--- config.mk ---
export PLATFORM = sky130hd
export DESIGN_NAME = point_in_polygon_quadrant_unit
export DESIGN_NICKNAME = d
export VERILOG_FILES = /design/src/sv/pipq_pkg.sv /design/src/sv/pipq_ram.sv /design/src/sv/pipq_ctrl.sv /design/src/sv/pipq_dp.sv /design/src/sv/point_in_polygon_quadrant_unit.sv
export SDC_FILE = /design/constraint.sdc
export NUM_CORES = 2
export LEC_CHECK = 0
export BUFFER_PORTS_ARGS = -buffer_cell sky130_fd_sc_hd__buf_2
export CAP_MARGIN = 5
export CORE_ASPECT_RATIO = 0.75
export CORE_MARGIN = 5
export CORE_UTILIZATION = 65
export DETAILED_ROUTE_END_ITERATION = 8
export PLACE_DENSITY_LB_ADDON = 0.05
export REMOVE_ABC_BUFFERS = 1
export SLEW_MARGIN = 5
export SYNTH_ARGS = -nofsm -noshare
export SYNTH_HDL_FRONTEND = slang
export SYNTH_SLANG_ARGS = --single-unit
--- constraint.sdc ---
create_clock -name clk -period 11.8 [get_ports clk]
set_input_delay 2.95 -clock clk [delete_from_list [all_inputs] [get_ports clk]]
set_output_delay 2.95 -clock clk [all_outputs]
set_load 0.05 [all_outputs]
--- src/sv/pipq_pkg.sv ---
// Shared types and codes for the point-in-polygon quadrant winding block.
// Used by pipq_ctrl, pipq_dp and point_in_polygon_quadrant_unit; depends on nothing.
package pipq_pkg;

    // default sizes, handed to the top level parameters
    localparam int MAX_VERTICES_DEF = 64;
    localparam int COORD_BITS_DEF   = 16;

    // request commands
    localparam logic [1:0] CMD_CLEAR  = 2'd0;
    localparam logic [1:0] CMD_APPEND = 2'd1;
    localparam logic [1:0] CMD_QUERY  = 2'd2;

    // result status codes
    localparam logic [1:0] STAT_OK    = 2'd0;
    localparam logic [1:0] STAT_FULL  = 2'd1;
    localparam logic [1:0] STAT_EMPTY = 2'd2;

    // sequencer states
    typedef enum logic [2:0] {
        ST_IDLE,
        ST_HEAD,
        ST_WALK,
        ST_CLOSE,
        ST_DRAIN1,
        ST_DRAIN2,
        ST_DONE
    } state_t;

    // commands from controller to datapath
    typedef struct packed {
        logic accept;    // request taken this cycle
        logic issue;     // read the vertex at the walk address
        logic head;      // first vertex is on the read port
        logic walk;      // edge from current vertex to read vertex
        logic close;     // closing edge back to the first vertex
        logic load_out;  // load the result register
    } ctl_cmd_t;

    // status from datapath to controller
    typedef struct packed {
        logic query_go;  // query request on a non-empty polygon
        logic more;      // vertices left to read
    } dp_stat_t;

    // quadrant of a vertex around the query point, coded 1 to 4
    function automatic logic [2:0] quad_code(input logic right, input logic above);
        logic [2:0] q;
        if (right)
            q = above ? 3'd1 : 3'd4;
        else
            q = above ? 3'd2 : 3'd3;
        return q;
    endfunction

endpackage

--- src/sv/pipq_ram.sv ---
// Generic single-port-write, single-port-read RAM with registered read data.
// Holds the polygon vertices; depends on nothing.
module pipq_ram #(
    parameter int WIDTH = 32,
    parameter int DEPTH = 64,
    localparam int ADDR_W = $clog2(DEPTH)
) (
    input  logic              clk,
    input  logic              wr_en,
    input  logic [ADDR_W-1:0] wr_addr,
    input  logic [WIDTH-1:0]  wr_data,
    input  logic              rd_en,
    input  logic [ADDR_W-1:0] rd_addr,
    output logic [WIDTH-1:0]  rd_data
);

    logic [WIDTH-1:0] mem_reg [DEPTH];
    logic [WIDTH-1:0] rd_data_reg;

    // write port
    always_ff @(posedge clk)
    begin
        if (wr_en)
        begin
            mem_reg[wr_addr] <= wr_data;
        end
    end

    // registered read port
    always_ff @(posedge clk)
    begin
        if (rd_en)
        begin
            rd_data_reg <= mem_reg[rd_addr];
        end
    end

    assign rd_data = rd_data_reg;

endmodule

--- src/sv/pipq_ctrl.sv ---
// Sequencer for the point-in-polygon block: request handshake, vertex walk, result handshake.
// Depends on pipq_pkg for the state type and the command and status structs.
module pipq_ctrl (
    input  logic                clk,
    input  logic                rst_n,
    input  logic                in_valid,
    output logic                in_stall,
    output logic                out_valid,
    input  logic                out_stall,
    input  pipq_pkg::dp_stat_t  stat,
    output pipq_pkg::ctl_cmd_t  cmd
);

    pipq_pkg::state_t state_reg;
    pipq_pkg::state_t state_next;
    logic             out_valid_reg;
    logic             out_valid_next;
    logic             out_free;

    // result register can take a new result
    assign out_free = !out_valid_reg || !out_stall;

    // next state
    always_comb
    begin
        state_next = state_reg;
        unique case (state_reg)
            pipq_pkg::ST_IDLE:
            begin
                if (in_valid)
                    state_next = stat.query_go ? pipq_pkg::ST_HEAD : pipq_pkg::ST_DONE;
            end
            pipq_pkg::ST_HEAD,
            pipq_pkg::ST_WALK:
            begin
                state_next = stat.more ? pipq_pkg::ST_WALK : pipq_pkg::ST_CLOSE;
            end
            pipq_pkg::ST_CLOSE:  state_next = pipq_pkg::ST_DRAIN1;
            pipq_pkg::ST_DRAIN1: state_next = pipq_pkg::ST_DRAIN2;
            pipq_pkg::ST_DRAIN2: state_next = pipq_pkg::ST_DONE;
            pipq_pkg::ST_DONE:
            begin
                if (out_free)
                    state_next = pipq_pkg::ST_IDLE;
            end
            default: state_next = pipq_pkg::ST_IDLE;
        endcase
    end

    // outputs and datapath commands
    always_comb
    begin
        in_stall     = (state_reg != pipq_pkg::ST_IDLE);
        cmd.accept   = (state_reg == pipq_pkg::ST_IDLE) && in_valid;
        cmd.issue    = (cmd.accept && stat.query_go)
                     || (((state_reg == pipq_pkg::ST_HEAD) || (state_reg == pipq_pkg::ST_WALK))
                         && stat.more);
        cmd.head     = (state_reg == pipq_pkg::ST_HEAD);
        cmd.walk     = (state_reg == pipq_pkg::ST_WALK);
        cmd.close    = (state_reg == pipq_pkg::ST_CLOSE);
        cmd.load_out = (state_reg == pipq_pkg::ST_DONE) && out_free;
    end

    // result valid flag
    always_comb
    begin
        priority if (cmd.load_out)
            out_valid_next = 1'b1;
        else if (!out_stall)
            out_valid_next = 1'b0;
        else
            out_valid_next = out_valid_reg;
    end

    always_ff @(posedge clk or negedge rst_n)
    begin
        if (!rst_n)
        begin
            state_reg     <= pipq_pkg::ST_IDLE;
            out_valid_reg <= 1'b0;
        end
        else
        begin
            state_reg     <= state_next;
            out_valid_reg <= out_valid_next;
        end
    end

    assign out_valid = out_valid_reg;

    // a taken request always moves the sequencer out of idle in the cycle after
    a_accept_then_busy: assert property (@(posedge clk) disable iff (!rst_n)
        cmd.accept |=> in_stall)
        else $error("request taken but sequencer stayed idle");

endmodule

--- src/sv/pipq_dp.sv ---
// Datapath for the point-in-polygon block: vertex store, count, edge pipeline, result register.
// Depends on pipq_pkg and pipq_ram.
module pipq_dp #(
    parameter int MAX_VERTICES = pipq_pkg::MAX_VERTICES_DEF,
    parameter int COORD_BITS   = pipq_pkg::COORD_BITS_DEF,
    localparam int CNT_W = $clog2(MAX_VERTICES + 1)
) (
    input  logic                         clk,
    input  logic                         rst_n,
    input  pipq_pkg::ctl_cmd_t           cmd,
    output pipq_pkg::dp_stat_t           stat,
    input  logic [1:0]                   command,
    input  logic signed [COORD_BITS-1:0] coord_x,
    input  logic signed [COORD_BITS-1:0] coord_y,
    output logic                         inside_res,
    output logic [1:0]                   status,
    output logic [CNT_W-1:0]             stored_vertices
);

    localparam int AW    = $clog2(MAX_VERTICES);
    localparam int DW    = COORD_BITS + 1;     // coordinate difference
    localparam int PW    = 2 * DW;             // product
    localparam int SW    = PW + 1;             // product difference
    localparam int ACC_W = CNT_W + 2;          // winding sum, at most 2 per edge
    localparam logic signed [ACC_W-1:0] FULL_TURN = ACC_W'(4);

    // vertex count and walk address
    logic [CNT_W-1:0] cnt_reg;
    logic [CNT_W-1:0] cnt_next;
    logic [CNT_W-1:0] idx_reg;
    logic [CNT_W-1:0] idx_next;
    logic             full;

    // request capture
    logic signed [COORD_BITS-1:0] px_reg;
    logic signed [COORD_BITS-1:0] py_reg;
    logic [1:0]                   res_status_reg;

    // vertex store
    logic                      wr_en;
    logic [AW-1:0]             rd_addr;
    logic [2*COORD_BITS-1:0]   rd_data;
    logic signed [COORD_BITS-1:0] rd_x;
    logic signed [COORD_BITS-1:0] rd_y;

    // walk state
    logic signed [COORD_BITS-1:0] first_x_reg;
    logic signed [COORD_BITS-1:0] first_y_reg;
    logic signed [COORD_BITS-1:0] cur_x_reg;
    logic signed [COORD_BITS-1:0] cur_y_reg;
    logic [2:0]                   q_reg;

    // stage 1: quadrant step and differences
    logic signed [COORD_BITS-1:0] nxt_x;
    logic signed [COORD_BITS-1:0] nxt_y;
    logic [2:0]                   nq;
    logic signed [3:0]            d_raw;
    logic signed [3:0]            d_adj;
    logic                         s1_valid_reg;
    logic signed [3:0]            s1_delta_reg;
    logic                         s1_is2_reg;
    logic signed [DW-1:0]         s1_a_reg;
    logic signed [DW-1:0]         s1_b_reg;
    logic signed [DW-1:0]         s1_c_reg;
    logic signed [DW-1:0]         s1_d_reg;

    // stage 2: products
    logic                         s2_valid_reg;
    logic signed [3:0]            s2_delta_reg;
    logic                         s2_is2_reg;
    logic                         s2_dy_pos_reg;
    logic                         s2_dy_neg_reg;
    logic signed [PW-1:0]         s2_pab_reg;
    logic signed [PW-1:0]         s2_pcd_reg;

    // stage 3: intercept side and sum
    logic signed [SW-1:0]         pdiff;
    logic                         right;
    logic signed [3:0]            fdelta;
    logic signed [ACC_W-1:0]      acc_reg;
    logic signed [ACC_W-1:0]      acc_next;

    // result register
    logic                         inside_out_reg;
    logic [1:0]                   status_out_reg;
    logic [CNT_W-1:0]             count_out_reg;

    assign full = (cnt_reg == CNT_W'(MAX_VERTICES));

    // status to the controller
    always_comb
    begin
        stat.query_go = (command == pipq_pkg::CMD_QUERY) && (cnt_reg != '0);
        stat.more     = (idx_reg != cnt_reg);
    end

    // count update on a request
    always_comb
    begin
        cnt_next = cnt_reg;
        wr_en    = 1'b0;
        if (cmd.accept)
        begin
            unique case (command)
                pipq_pkg::CMD_CLEAR:  cnt_next = '0;
                pipq_pkg::CMD_APPEND:
                begin
                    if (!full)
                    begin
                        cnt_next = cnt_reg + CNT_W'(1);
                        wr_en    = 1'b1;
                    end
                end
                default: cnt_next = cnt_reg;
            endcase
        end
    end

    // walk address: vertex 0 is read on the request cycle
    assign rd_addr = cmd.accept ? '0 : idx_reg[AW-1:0];

    always_comb
    begin
        priority if (cmd.accept)
            idx_next = CNT_W'(1);
        else if (cmd.issue)
            idx_next = idx_reg + CNT_W'(1);
        else
            idx_next = idx_reg;
    end

    always_ff @(posedge clk or negedge rst_n)
    begin
        if (!rst_n)
        begin
            cnt_reg <= '0;
            idx_reg <= '0;
        end
        else
        begin
            cnt_reg <= cnt_next;
            idx_reg <= idx_next;
        end
    end

    // request payload and its status
    always_ff @(posedge clk)
    begin
        if (cmd.accept)
        begin
            px_reg <= coord_x;
            py_reg <= coord_y;
            unique case (command)
                pipq_pkg::CMD_APPEND:
                    res_status_reg <= full ? pipq_pkg::STAT_FULL : pipq_pkg::STAT_OK;
                pipq_pkg::CMD_QUERY:
                    res_status_reg <= (cnt_reg == '0) ? pipq_pkg::STAT_EMPTY
                                                      : pipq_pkg::STAT_OK;
                default:
                    res_status_reg <= pipq_pkg::STAT_OK;
            endcase
        end
    end

    // vertex store, x in the upper half
    pipq_ram #(
        .WIDTH (2 * COORD_BITS),
        .DEPTH (MAX_VERTICES)
    ) u_store (
        .clk     (clk),
        .wr_en   (wr_en),
        .wr_addr (cnt_reg[AW-1:0]),
        .wr_data ({coord_x, coord_y}),
        .rd_en   (cmd.issue),
        .rd_addr (rd_addr),
        .rd_data (rd_data)
    );

    assign rd_x = $signed(rd_data[2*COORD_BITS-1:COORD_BITS]);
    assign rd_y = $signed(rd_data[COORD_BITS-1:0]);

    // next vertex of the edge and its quadrant step
    always_comb
    begin
        nxt_x = cmd.close ? first_x_reg : rd_x;
        nxt_y = cmd.close ? first_y_reg : rd_y;
        nq    = pipq_pkg::quad_code(nxt_x > px_reg, nxt_y > py_reg);
        d_raw = $signed({1'b0, nq}) - $signed({1'b0, q_reg});
        priority if (d_raw == 4'sd3)
            d_adj = -4'sd1;
        else if (d_raw == -4'sd3)
            d_adj = 4'sd1;
        else
            d_adj = d_raw;
    end

    // first and current vertex of the walk
    always_ff @(posedge clk)
    begin
        if (cmd.head)
        begin
            first_x_reg <= rd_x;
            first_y_reg <= rd_y;
            cur_x_reg   <= rd_x;
            cur_y_reg   <= rd_y;
            q_reg       <= pipq_pkg::quad_code(rd_x > px_reg, rd_y > py_reg);
        end
        else if (cmd.walk || cmd.close)
        begin
            cur_x_reg <= nxt_x;
            cur_y_reg <= nxt_y;
            q_reg     <= nq;
        end
    end

    // pipeline valid flags
    always_ff @(posedge clk or negedge rst_n)
    begin
        if (!rst_n)
        begin
            s1_valid_reg <= 1'b0;
            s2_valid_reg <= 1'b0;
        end
        else
        begin
            s1_valid_reg <= cmd.walk || cmd.close;
            s2_valid_reg <= s1_valid_reg;
        end
    end

    // stage 1 registers
    always_ff @(posedge clk)
    begin
        s1_delta_reg <= d_adj;
        s1_is2_reg   <= (d_adj == 4'sd2) || (d_adj == -4'sd2);
        s1_a_reg     <= DW'(nxt_x) - DW'(px_reg);
        s1_b_reg     <= DW'(cur_y_reg) - DW'(nxt_y);
        s1_c_reg     <= DW'(nxt_y) - DW'(py_reg);
        s1_d_reg     <= DW'(cur_x_reg) - DW'(nxt_x);
    end

    // stage 2: cross products of the intercept test
    always_ff @(posedge clk)
    begin
        s2_delta_reg  <= s1_delta_reg;
        s2_is2_reg    <= s1_is2_reg;
        s2_dy_pos_reg <= !s1_b_reg[DW-1] && (s1_b_reg != '0);
        s2_dy_neg_reg <= s1_b_reg[DW-1];
        s2_pab_reg    <= PW'(s1_a_reg) * PW'(s1_b_reg);
        s2_pcd_reg    <= PW'(s1_c_reg) * PW'(s1_d_reg);
    end

    // stage 3: flip a half turn whose crossing lies right of the point
    always_comb
    begin
        pdiff  = SW'(s2_pab_reg) - SW'(s2_pcd_reg);
        right  = (s2_dy_pos_reg && !pdiff[SW-1] && (pdiff != '0))
              || (s2_dy_neg_reg && pdiff[SW-1]);
        fdelta = (s2_is2_reg && right) ? -s2_delta_reg : s2_delta_reg;
        priority if (cmd.accept)
            acc_next = '0;
        else if (s2_valid_reg)
            acc_next = acc_reg + ACC_W'(fdelta);
        else
            acc_next = acc_reg;
    end

    always_ff @(posedge clk)
    begin
        acc_reg <= acc_next;
    end

    // result register
    always_ff @(posedge clk)
    begin
        if (cmd.load_out)
        begin
            inside_out_reg <= (acc_reg == FULL_TURN) || (acc_reg == -FULL_TURN);
            status_out_reg <= res_status_reg;
            count_out_reg  <= cnt_reg;
        end
    end

    assign inside_res      = inside_out_reg;
    assign status          = status_out_reg;
    assign stored_vertices = count_out_reg;

    // count never passes the store depth
    a_cnt_bound: assert property (@(posedge clk) disable iff (!rst_n)
        cnt_reg <= CNT_W'(MAX_VERTICES))
        else $error("vertex count beyond store depth");

    // closing edge only after every vertex has been read
    a_close_after_reads: assert property (@(posedge clk) disable iff (!rst_n)
        cmd.close |-> !stat.more)
        else $error("closing edge with vertices still unread");

    // result is loaded only once the edge pipeline is empty
    a_load_drained: assert property (@(posedge clk) disable iff (!rst_n)
        cmd.load_out |-> (!s1_valid_reg && !s2_valid_reg))
        else $error("result loaded with edges in flight");

endmodule

--- src/sv/point_in_polygon_quadrant_unit.sv ---
// Point-in-polygon block using the quadrant winding test.
// Top level; depends on pipq_pkg, pipq_ctrl, pipq_dp and pipq_ram.
//
// The block keeps one polygon of up to MAX_VERTICES vertices and answers one
// request at a time: clear the polygon, append a vertex, or test whether a
// point lies inside. Every request gives exactly one result with the inside
// flag, a status (ok, vertex dropped because the store is full, query on an
// empty polygon) and the vertex count after the request. Clear, append and
// unused commands go from the request straight to the result register; a query
// walks the vertices through the vertex store's single read port, which feeds
// the three-stage edge pipeline one vertex per cycle, and loads its result once
// the pipeline has drained. A new request is taken as soon as the previous result
// has been loaded into the result register, even while that result still waits.
module point_in_polygon_quadrant_unit #(
    parameter int MAX_VERTICES = pipq_pkg::MAX_VERTICES_DEF,
    parameter int COORD_BITS   = pipq_pkg::COORD_BITS_DEF,
    localparam int CNT_W = $clog2(MAX_VERTICES + 1)
) (
    input  logic                         clk,
    input  logic                         rst_n,
    input  logic                         in_valid,
    output logic                         in_stall,
    input  logic [1:0]                   command,
    input  logic signed [COORD_BITS-1:0] coord_x,
    input  logic signed [COORD_BITS-1:0] coord_y,
    output logic                         out_valid,
    input  logic                         out_stall,
    output logic                         inside_res,
    output logic [1:0]                   status,
    output logic [CNT_W-1:0]             stored_vertices
);

    pipq_pkg::ctl_cmd_t cmd;
    pipq_pkg::dp_stat_t stat;

    // sequencer
    pipq_ctrl u_ctrl (
        .clk       (clk),
        .rst_n     (rst_n),
        .in_valid  (in_valid),
        .in_stall  (in_stall),
        .out_valid (out_valid),
        .out_stall (out_stall),
        .stat      (stat),
        .cmd       (cmd)
    );

    // store, edge pipeline and result register
    pipq_dp #(
        .MAX_VERTICES (MAX_VERTICES),
        .COORD_BITS   (COORD_BITS)
    ) u_dp (
        .clk             (clk),
        .rst_n           (rst_n),
        .cmd             (cmd),
        .stat            (stat),
        .command         (command),
        .coord_x         (coord_x),
        .coord_y         (coord_y),
        .inside_res      (inside_res),
        .status          (status),
        .stored_vertices (stored_vertices)
    );

endmodule

# Word level (Yosys, flattened, before mapping)
# Memories as Yosys holds them, arrays and structs flattened. A register that Yosys moved wholly into a read port is not among the register bits.
# Cells that the tools add are included.
# word_totals
romBits	0
regBits	288
latchBits	0
mem_bits_rw	2048
word_cells	138
out_inout_bits	12
mem_count	1
# mem_list
memory	depth	width	read_ports	rd_clocked_by_memory_dff	wr	line_no	text
u_dp.u_store.mem_reg	64	32	1	1	1	pipq_ram.sv:17	logic [WIDTH-1:0] mem_reg [DEPTH];
# op_classes
muxes	37
multipliers	2
n_eq_ne	20
n_addsub	10
reduce_logical	34
bitwise_logic	0
shifts	0
magnitude_cmp	4
div	0
# ops
operator	n
$mux W16	6
$mul A17 B17 Y34	2
$sub A16 B16 Y17	4
$gt A16 B16 Y1	4
$reduce_bool A35 Y1	1
$sub A34 B34 Y35	1
$mux W3	9
$mux W7	3
$pmux W3 S6	1
$reduce_bool A17 Y1	1
$add A7 B1 Y7 const B	2
$pmux W7 S2	1
$eq A4 B3 Y1 const B	3
$mux W4	3
$mux W1	11
$logic_and A1 B1 Y1	10
$add A9 B4 Y9	1
$eq A3 B3 Y1 const B	3
$eq A9 B3 Y1 const B	1
$eq A9 B4 Y1 const B	1
$eq A7 B7 Y1 const B	1
$logic_not A7 Y1	1
$logic_or A1 B1 Y1	7
$ne A7 B7 Y1	1
other kinds (21)	29

# Depth between registers and ports, before layout
# depth
word_depth	11
ltp_mapped	28
ltp_nobuf	27

# By module
# Synthesis repeated with hierarchy kept, for this count alone.
# hier_totals
hier_cells	7205
hier_area_um2	115811.1
# modules_own_cells
module	seq_area_each_um2	area_per_inst_um2	instances	cells_each
pipq_ram	62459.9	78835.6	1	3324
pipq_dp	6876.6	36620.1	1	3843
pipq_ctrl	100.1	355.3	1	38

# Worst setup path before layout
# OpenSTA, ideal clock, no wires.
# synth_timing
kind	register -> register
from	reg u_dp.s1_d_reg[2]
to	reg u_dp.s2_pcd_reg[33]
period_less_slack_ns	6.575
setup_slack_ns	5.225
arrival_ns	6.503
path_stages_with_launch	25
path_cell_list	dfxtp_1 clkbuf_1 nand2_1 fa_1 fa_1 fa_1 fa_1 inv_1 fa_1 inv_1 fa_1 inv_1 ha_1 a21o_1 a21o_1 a221oi_1 o311a_1 o21ai_1 a21oi_1 o21ai_1 a31o_2 nor4_1 o31ai_1 o41ai_1 xnor2_1
# synth_between
elab_chain_len	1
# synth_lines
item	line_no	text
start, declared	pipq_dp.sv:65	logic signed [DW-1:0] s1_d_reg;
start signal, assigned	pipq_dp.sv:239	s1_d_reg <= DW'(cur_x_reg) - DW'(nxt_x);
$mul A17 B17 Y34	pipq_dp.sv:250	s2_pcd_reg <= PW'(s1_c_reg) * PW'(s1_d_reg);
end signal, assigned	pipq_dp.sv:250	
end, declared	pipq_dp.sv:74	logic signed [PW-1:0] s2_pcd_reg;
# No other way between the ends.
# A chain may end at the register's enable or synchronous reset.

# Worst setup path after layout
# layout_timing
from	reg u_dp.s1_c_reg[9]
to	reg u_dp.s2_pcd_reg[33]
# layout_between
elab_chain_len	1
# layout_lines
item	line_no	text
start, declared	pipq_dp.sv:64	logic signed [DW-1:0] s1_c_reg;
start signal, assigned	pipq_dp.sv:238	s1_c_reg <= DW'(nxt_y) - DW'(py_reg);
$mul A17 B17 Y34	pipq_dp.sv:250	
# No other way between the ends.

==> impl_metrics.csv <==
group,metric,value,unit
sta,layout_min_cycle_time,7.37,ns
sta,finalSetupTns,0,ns
cells_and_area,area_growth,8.46,%
global_route,grt_max_degree,157,
global_route,overflow,0,
die,die-area,189000,um2
route,ant_nets,0,
cts,clock_tree.root_cell,"clkbuf_16",
route,wl_per_cell,27.4,um
cells_and_area,final_cell_mix,"edfxtp_1 (2191), nand2_1 (1428), inv_1 (794)",
cts,h-tree-depth,4,
synth,yosysWarnings,0,
sta,slew_viol_final,0,
global_route,grt_util_all_layers,0.341,
sta,max_freq,136,MHz
placement,port_buffers,49,
cts,post-cts-setup-buffers,0,
placement,globalplace.congestion,0.950,
route,dr.pass1.iters,6,
critical_path,cp.arrival,8.16,ns
synth,async_flop_share,0.00845,
synth,syn-instance-count,9369,
synth,ys_ff_latch,2368,
run,cap_violations,0,
synth,ys_seq_area_frac,0.593,
cts,clock_path_buffers,3,
cts,cts_hold_buf,0,
cts,clkSinkCount,2368,
cts,numCtsBuffers,213,
global_route,grt_antenna_before_repair,25,
critical_path,worstSetupPathType,"flop to flop",
cts,cts_tree,"done",
die,die_y,378,um
die,start_util,0.656,
critical_path,worstPathMaxFanout,17,
die,ios,50,
critical_path,crit_chain,"nand2_1, fa_1, fa_1, fa_1, fa_1, inv_1, fa_1, inv_1, fa_1, inv_1, ha_1, a21o_1, a21o_1, a221oi_1, o311a_1, o21ai_1, a21oi_1, o21ai_1, a31o_2, nor4_1, o31ai_1, o41ai_1, xnor2_1",
run_status,status,"finished clean",
die,chipWidth,500,um
die,core_region_area,179000,um2
critical_path,crit_top_cell,"fa_1",
critical_path,cp-start-kind,"flop",
placement,dp_hpwl,191,mm
cells_and_area,largest_reg_flops,2048,
sta,tightestPinTransition,1.28,ns
critical_path,required,12.59,ns
hold_path,holdCritPathClass,"flop to flop",
cells_and_area,final_net_count,10188,
synth,synth-edff-count,2191,
sta,rsz0062_at_grt,"false",
synth,netlist_area,117000,um2
critical_path,cpPeakStageDelay,0.78,ns
cells_and_area,drive_above_1_share,0.0701,
cts,ctsResizeCount,0,
route,vias,77347,
sta,skew,0.0669,ns
sta,setup_viol,0,
critical_path,slowest_stage,"dfxtp_1",
synth,avgSynthCellArea,12.5,um2
route,routed_wl,324,mm
sta,fin_crit_sh,0.624,
cells_and_area,final_common_cell,"edfxtp_1",
die,num_rows,134,
route,viasPerCell,6.56,
route,drt_iter0_markers,11064,
critical_path,end_kind,"flop",
sta,slew_headroom,0.143,
cts,clock_latency,0.87,ns
sta,hold_viol,0,
cts,path_clk_slew,0.06,ns
global_route,grt_pass1_wl,480,mm
synth,synthFlopType,"edfxtp_1",
route,drc,0,
global_route,first_global_vias,75195,
synth,synth_cell_types,81,
-- cell usage after synthesis, types with 10 or more instances --
cell type | number | area share
edfxtp_1 | 2191 | 0.56
nand2_1 | 1434 | 0.046
inv_1 | 794 | 0.025
fa_1 | 598 | 0.10
nand3_1 | 549 | 0.023
clkbuf_1 | 523 | 0.017
o221ai_1 | 516 | 0.039
a21oi_1 | 389 | 0.017
ha_1 | 322 | 0.034
and2_1 | 295 | 0.016
o21ai_0 | 282 | 0.012
nor2_1 | 226 | 0.0072
dfxtp_1 | 157 | 0.027
and3_1 | 144 | 0.0077
o211ai_1 | 135 | 0.0087
a31oi_1 | 131 | 0.0070
xnor2_1 | 108 | 0.0081
mux2_2 | 66 | 0.0063
a21o_1 | 49 | 0.0031
xor2_1 | 43 | 0.0032
nor2b_1 | 37 | 0.0020
buf_1 | 33 | 0.0011
nand4_1 | 31 | 0.0017
nor3_1 | 31 | 0.0013
nand2b_1 | 28 | 0.0015
a211oi_1 | 20 | 0.0013
dfrtp_1 | 20 | 0.0043
o21a_1 | 19 | 0.0012
o21bai_1 | 18 | 0.0012
a21boi_0 | 16 | 0.0010
nor4_1 | 15 | 0.00080
mux2i_1 | 14 | 0.0012
or3_1 | 14 | 0.00075
o21ai_1 | 10 | 0.00043
-- worst max-delay path, delay by kind of cell (launching register included) --
family | cells | cell delay [ns]
compound gates | 10 | 2.30
simple gates | 2 | 0.52
xor+xnor | 1 | 0.16
fa+ha+maj | 7 | 3.39
flops | 1 | 0.78
buf+inv | 3 | 0.15
-- logic make-up after synthesis --
group	share of synthesized area
flip-flops	0.593
buffers and inverters	0.0435
AO/OA/AOI/OAI	0.0970
multiplexers	0.00777
AND/OR/NAND/NOR	0.110
XOR/XNOR	0.0115
adder cells (fa/ha/maj)	0.137
-- metrics by stage --
stage          std cells   util  setup WS (ns)  cell area [um2]  hold WS, ns
6_report           11792  0.711           4.43           127000        0.327
3_5_place_dp       11395  0.673           4.51           120000        0.313
2_1_floorplan       8809      -         -27.25           115000        0.310
5_1_grt            11789  0.711           4.02           127000        0.340
3_3_place_gp       11395  0.673           4.57           120000        0.313
4_1_cts            11789  0.711           4.46           127000        0.327
-- final timing paths --
kind,cells after the start,endpoint,startpoint,slack [ns]
setup / recovery,23,u_dp.s2_pcd_reg[33]$_DFF_P_,u_dp.s1_c_reg[9]$_DFF_P_,4.43
hold / removal,0,u_dp.s2_is2_reg$_DFF_P_,u_dp.s1_is2_reg$_DFF_P_,0.33
setup reg to reg,23,u_dp.s2_pcd_reg[33]$_DFF_P_,u_dp.s1_c_reg[9]$_DFF_P_,4.43
hold reg to reg,0,u_dp.s2_is2_reg$_DFF_P_,u_dp.s1_is2_reg$_DFF_P_,0.33
max in group asynchronous,1,u_dp.idx_reg[0]$_DFFE_PN0P_,rst_n,9.28
min in group asynchronous,1,u_ctrl.out_valid$_DFFE_PN0P_,rst_n,2.06
-- final cells by class --
cell class | count | area [um2]
Antenna cell | 3 | 7.51
Clock buffer | 273 | 5600
Clock inverter | 121 | 1240
Fill cell | 12161 | 51600
Inverter | 795 | 2980
Multi-Input combinational cell | 5646 | 43100
Sequential cell | 2368 | 69400
Tap cell | 2380 | 2980
Timing Repair Buffer | 206 | 1640
-- per-layer routing --
metal	vias up	routed length [um]	global-route usage	share of wire
li1	33380	-	-	-
met1	38817	132000	0.518	0.41
met2	4597	143000	0.500	0.44
met3	539	39700	0.0814	0.12
met4	14	9330	0.0931	0.029
met5	-	104	0	0.00032
Power is not shown: default switching activity piles up to over one toggle a cycle in this logic, so the estimate is an artifact.
